### src/hdl/cau_pkg.sv
// Shared constants, codes and types of the complex arithmetic unit.
package cau_pkg;

   // Fixed-point format and field widths
   localparam int FRAC_BITS  = 16;
   localparam int DATA_W     = 32;
   localparam int PROD_W     = 2 * DATA_W;
   localparam int SUM_W      = PROD_W + 1;
   localparam int TOL_W      = 31;
   localparam int CMD_W      = 3;
   localparam int ST_W       = 2;
   localparam int REQ_DATA_W = 4 * DATA_W;
   localparam int RSP_DATA_W = ((2 * DATA_W + 1 + 7) / 8) * 8;

   localparam logic [TOL_W-1:0] TOL_RESET = TOL_W'(16);

   // Divider: quotient bits resolved one per stage, plus entry and exit stages
   localparam int Q_BITS  = 33;
   localparam int DIV_LAT = Q_BITS + 2;

   // Queue between front and back
   localparam int FIFO_DEPTH = 4;
   localparam int FIFO_AW    = 2;
   localparam int FIFO_CW    = 3;

   // Operation selector codes on the request side
   localparam logic [CMD_W-1:0] CMD_ADD = 3'd0;
   localparam logic [CMD_W-1:0] CMD_SUB = 3'd1;
   localparam logic [CMD_W-1:0] CMD_MUL = 3'd2;
   localparam logic [CMD_W-1:0] CMD_DIV = 3'd3;
   localparam logic [CMD_W-1:0] CMD_CMP = 3'd4;

   // Classified operation carried from front to back
   typedef enum logic [2:0] {
      OP_NONE = 3'd0,
      OP_ADD  = 3'd1,
      OP_SUB  = 3'd2,
      OP_MUL  = 3'd3,
      OP_DIV  = 3'd4,
      OP_DIVZ = 3'd5,
      OP_CMP  = 3'd6
   } op_type;

   typedef enum logic [ST_W-1:0] {
      ST_OK   = 2'd0,
      ST_DIVZ = 2'd1,
      ST_SAT  = 2'd2
   } status_type;

   typedef struct packed {
      op_type            op;
      logic [DATA_W-1:0] a_re;
      logic [DATA_W-1:0] a_im;
      logic [DATA_W-1:0] b_re;
      logic [DATA_W-1:0] b_im;
   } item_type;

   typedef struct packed {
      op_type            op;
      logic [DATA_W-1:0] res_re;
      logic [DATA_W-1:0] res_im;
      logic              is_equal;
      status_type        status;
   } tag_type;

endpackage

### src/hdl/cau_fifo.sv
// Short queue of classified items between front and back.
module cau_fifo (
   input  logic              clock,
   input  logic              reset,
   input  logic              push,
   input  cau_pkg::item_type push_item,
   output logic              ready,
   input  logic              pop,
   output cau_pkg::item_type pop_item,
   output logic              nonempty
);

   cau_pkg::item_type              slot_ff [cau_pkg::FIFO_DEPTH];
   logic [cau_pkg::FIFO_AW-1:0]    wr_ptr_ff, rd_ptr_ff;
   logic [cau_pkg::FIFO_CW-1:0]    count_ff, count_in;
   logic                           do_push, do_pop;

   assign ready    = (count_ff != cau_pkg::FIFO_CW'(cau_pkg::FIFO_DEPTH));
   assign nonempty = (count_ff != '0);
   assign do_push  = push && ready;
   assign do_pop   = pop && nonempty;
   assign pop_item = slot_ff[rd_ptr_ff];

   // Track fill level
   always_comb begin
      count_in = count_ff;
      if (do_push && !do_pop) begin
         count_in = count_ff + 1'b1;
      end else if (do_pop && !do_push) begin
         count_in = count_ff - 1'b1;
      end
   end

   always_ff @(posedge clock) begin
      if (reset) begin
         count_ff  <= '0;
         wr_ptr_ff <= '0;
         rd_ptr_ff <= '0;
      end else begin
         count_ff <= count_in;
         if (do_push) begin
            wr_ptr_ff <= wr_ptr_ff + 1'b1;
         end
         if (do_pop) begin
            rd_ptr_ff <= rd_ptr_ff + 1'b1;
         end
      end
   end

   always_ff @(posedge clock) begin
      if (do_push) begin
         slot_ff[wr_ptr_ff] <= push_item;
      end
   end

   a_fill_range: assert property (@(posedge clock) disable iff (reset)
      count_ff <= cau_pkg::FIFO_CW'(cau_pkg::FIFO_DEPTH))
      else $error("queue fill count beyond depth");

   a_pop_nonempty: assert property (@(posedge clock) disable iff (reset)
      (do_pop && !do_push && count_ff == cau_pkg::FIFO_CW'(1)) |=> !nonempty)
      else $error("queue not empty after last entry left");

endmodule

### config.mk
export PLATFORM = sky130hd
export DESIGN_NAME = cau_fifo
export DESIGN_NICKNAME = d
export VERILOG_FILES = /design/src/hdl/cau_pkg.sv /design/src/hdl/cau_fifo.sv
export SDC_FILE = /design/constraint.sdc
export NUM_CORES = 1
export LEC_CHECK = 0
export BUFFER_PORTS_ARGS = -buffer_cell sky130_fd_sc_hd__buf_2
export CAP_MARGIN = 20
export CORE_ASPECT_RATIO = 0.5
export CORE_UTILIZATION = 45
export CTS_BUF_LIST = sky130_fd_sc_hd__clkbuf_4
export DETAILED_ROUTE_END_ITERATION = 10
export GPL_TIMING_DRIVEN = 1
export MAX_ROUTING_LAYER = met4
export PLACE_DENSITY_LB_ADDON = 0.05
export SLEW_MARGIN = 10
export SYNTH_ARGS = -nofsm -noshare
export SYNTH_HDL_FRONTEND = slang
export SYNTH_SLANG_ARGS = --single-unit
### constraint.sdc
create_clock -name clock -period 6.1 [get_ports clock]
set_input_delay 0.915 -clock clock [delete_from_list [all_inputs] [get_ports clock]]
set_output_delay 0.915 -clock clock [all_outputs]
set_load 0.01 [all_outputs]
==> results.sh <==
export IMPL_status="complete, no violations"
export IMPL_drv_slew=0
export IMPL_worstHoldPathType="in2reg"
export IMPL_drtPass1Iterations=4
export IMPL_ys_types=24
export IMPL_syn_num_nets=874
export IMPL_top_usage_layer="met2"
export IMPL_min_from="push_item[11]"
export IMPL_postCtsHoldBufs=0
export IMPL_syn_avg_cell_area_um2=26.4
export IMPL_clk_pin_slew_ns=0.07
export IMPL_synthArstFlopShare_pct=0
export IMPL_crit_arrival_ns=2.93
export IMPL_fin_setup_tns_ns=0
export IMPL_final_setup_skew_ns=0.0289
export IMPL_cts_repair_resized=0
export IMPL_synth_top_area_share_pct=81.2
export IMPL_finalWirelength_um=36900
export IMPL_hold_viol_final=0
export IMPL_power_density_mw_per_mm2=411
export IMPL_grt_start_max_net_pins=127
export IMPL_layout_nets=1242
export IMPL_use_met3_pct=4.98
export IMPL_ctsHtreeMaxLevel=3
export IMPL_start_kind="register"
export IMPL_fmax_mhz=260
export IMPL_ant_nets=0
export IMPL_p_leak_nw=7.73
export IMPL_fin_area_mm2=0.0229
export IMPL_placed_cell_area_mm2=0.0214
export IMPL_dp_hpwl_um=21000
export IMPL_core_mm2=0.0422
export IMPL_netlist_instances=733
export IMPL_synth_area_leaders="edfxtp_1 (81%), mux4_2 (15%), dfxtp_1 (0.93%)"
export IMPL_io_pins=268
export IMPL_gp_congestion=0.678
export IMPL_cts_root_buf="clkbuf_4"
export IMPL_min_path_cells=1
export IMPL_drive_above_1_share_pct=51.3
export IMPL_maxCapViolCount=0
export IMPL_die_height_um=149
export IMPL_worst_path_max_fanout=71
export IMPL_setup_violations=0
export IMPL_grt_pass1_vias=9593
export IMPL_timing_slew_headroom_pct=30.2
export IMPL_r2r_start="count_ff[0]"
export IMPL_ir_drop_uv=220
export IMPL_numCtsBuffers=118
export IMPL_insertion_delay_ns=0.78
export IMPL_synth_top_area_cell="edfxtp_1"
export IMPL_area_delta_synth_final_pct=18.0
export IMPL_grt_total_usage_pct=17.8
export IMPL_yosysSeqAreaShare_pct=82.2
export IMPL_total_power_mw=9.39
export IMPL_met2_usage_pct=29.2
export IMPL_ff2ff_path_depth=4
export IMPL_via_per_inst=5.02
export IMPL_min_period_ns=3.84
export IMPL_worst_pin_slew_ns=1.05
export IMPL_grt_use_met1_pct=21.4
export IMPL_critPathKind="reg2out"
export IMPL_clock_sink_count=533
export IMPL_required_ns=5.18
export IMPL_yosysWarningCount=0
export IMPL_grt_setup_unrepaired="no"
export IMPL_cts_post_setup_buffers_inserted=0
export IMPL_vias=8840
export IMPL_drtIter0Drc=395
export IMPL_die_area_mm2=0.0439
export IMPL_yosys_register_bits=533
export IMPL_wl_per_cell_um=20.9
export IMPL_grt_antenna_before_repair=2
export IMPL_stdcell_count=1762
export IMPL_syn_cell_area_mm2=0.0194
export IMPL_synth_most_common_cell="edfxtp_1"
export IMPL_globalRouteOverflowTotal=0
export IMPL_synth_edf_count=524
export IMPL_yosys_most_used_dff="edfxtp_1"
export IMPL_cts_tree="yes"
export IMPL_critPathCaptureType="output pin"
export IMPL_grt_pass1_wl_um=55900
export IMPL_initial_utilization_pct=45.9
export IMPL_drc_errors=0
export IMPL_synthTopCellsByCount="edfxtp_1 (524), mux4_2 (131), buf_2 (14)"
export IMPL_portBuffers=267
export IMPL_dp_cells=1558
export IMPL_cts_buffer_depth=3
export IMPL_period_share_pct=63.0
export IMPL_rows=53
export IMPL_die_w_um=295
per-stage QoR:
| step | worst slack (ns) | util, % | hold WS, ns |
|---|---|---|---|
| 5_1_grt | 2.03 | 54.1 | 0.221 |
| 4_1_cts | 2.11 | 54.1 | 0.219 |
| 3_3_place_gp | 2.98 | 50.6 | 0.506 |
| 3_5_place_dp | 2.96 | 50.6 | 0.517 |
| 6_report | 2.26 | 54.1 | 0.339 |
| 2_1_floorplan | 1.36 | - | 0.482 |
final cells by class:
cell class | instances | area (µm²)
fill | 3387 | 19400
sequential | 533 | 15900
multi-input combinational | 166 | 3230
timing repair buffer | 279 | 1490
clock buffer | 184 | 1380
tap | 577 | 722
clock inverter | 17 | 90.1
inverter | 3 | 11.3
antenna | 3 | 7.51
layer usage:
metal / routed length [µm] / vias to the layer above
met5: 0 / -
met4: 638 / 0
met3: 1750 / 65
met2: 19500 / 177
met1: 15000 / 4603
li1: - / 3995
flip-flops by register name, indices dropped and copies added, names as in the netlist, named ones only:
| signal | count |
|---|---|
| count_ff | 3 |
| slot_ff | 524 |
| wr_ptr_ff | 2 |
| rd_ptr_ff | 2 |
cell usage in the layout (no fill, tap or decap):
cell type  netlist  layout
bufinv_16        0       1
nand2_1          1       1
and2_4           0       4
o21ai_0          1       1
diode_2          0       3
mux4_2         131     131
edfxtp_1       524     524
buf_2           14     267
or3_1            2       2
a21oi_1          1       1
mux2_2           1       1
buf_12           0       5
mux2i_1          2       2
a21boi_2         1       1
nand2b_1         2       2
buf_4            1       7
clkbuf_4         0     184
clkinv_1         0      13
ha_1             5       5
fa_1             1       1
o31ai_1          1       1
o311ai_0         1       1
dfxtp_4          0       2
inv_2            0       3
xor2_1           4       4
dfxtp_1          9       7
inv_1            3       3
nor2_1           8       8
critical path, cell delays in order, from the launching register on:
cell and delay (ns):
dfxtp_4 0.97, buf_12 0.48, mux4_2 0.39, buf_2 0.17
cell families (layout without fill, tap and decap cells):
group,Yosys count,in the layout,share of synthesized area (%)
other,0,3,0
buffers and inverters,34,483,1.21
and+or+nand+nor,17,17,0.433
adders and majority gates,6,6,0.426
xor gates and xnor gates,4,4,0.181
DFF,533,533,82.2
AOI/OAI and AO/OA,5,5,0.194
muxes,134,134,15.4
path summary, 6_finish.rpt:
check | to | slack, ns
worst max-delay path | pop_item[72] | 2.26
worst min-delay path | slot_ff[1][11] | 0.34
worst max register to register | slot_ff[1][111] | 3.43
worst min register to register | register | 0.53
where the power goes:
part / total [mW] / internal, mW / leakage [nW] / switching [mW]
clock: 2.67 / 1.39 / 0.894 / 1.28
combinational: 2.10 / 1.03 / 1.96 / 1.08
sequential: 4.61 / 4.44 / 4.88 / 0.167
total: 9.39 / 6.86 / 7.73 / 2.52
No activity file was read; power rests on OpenSTA's default activity.
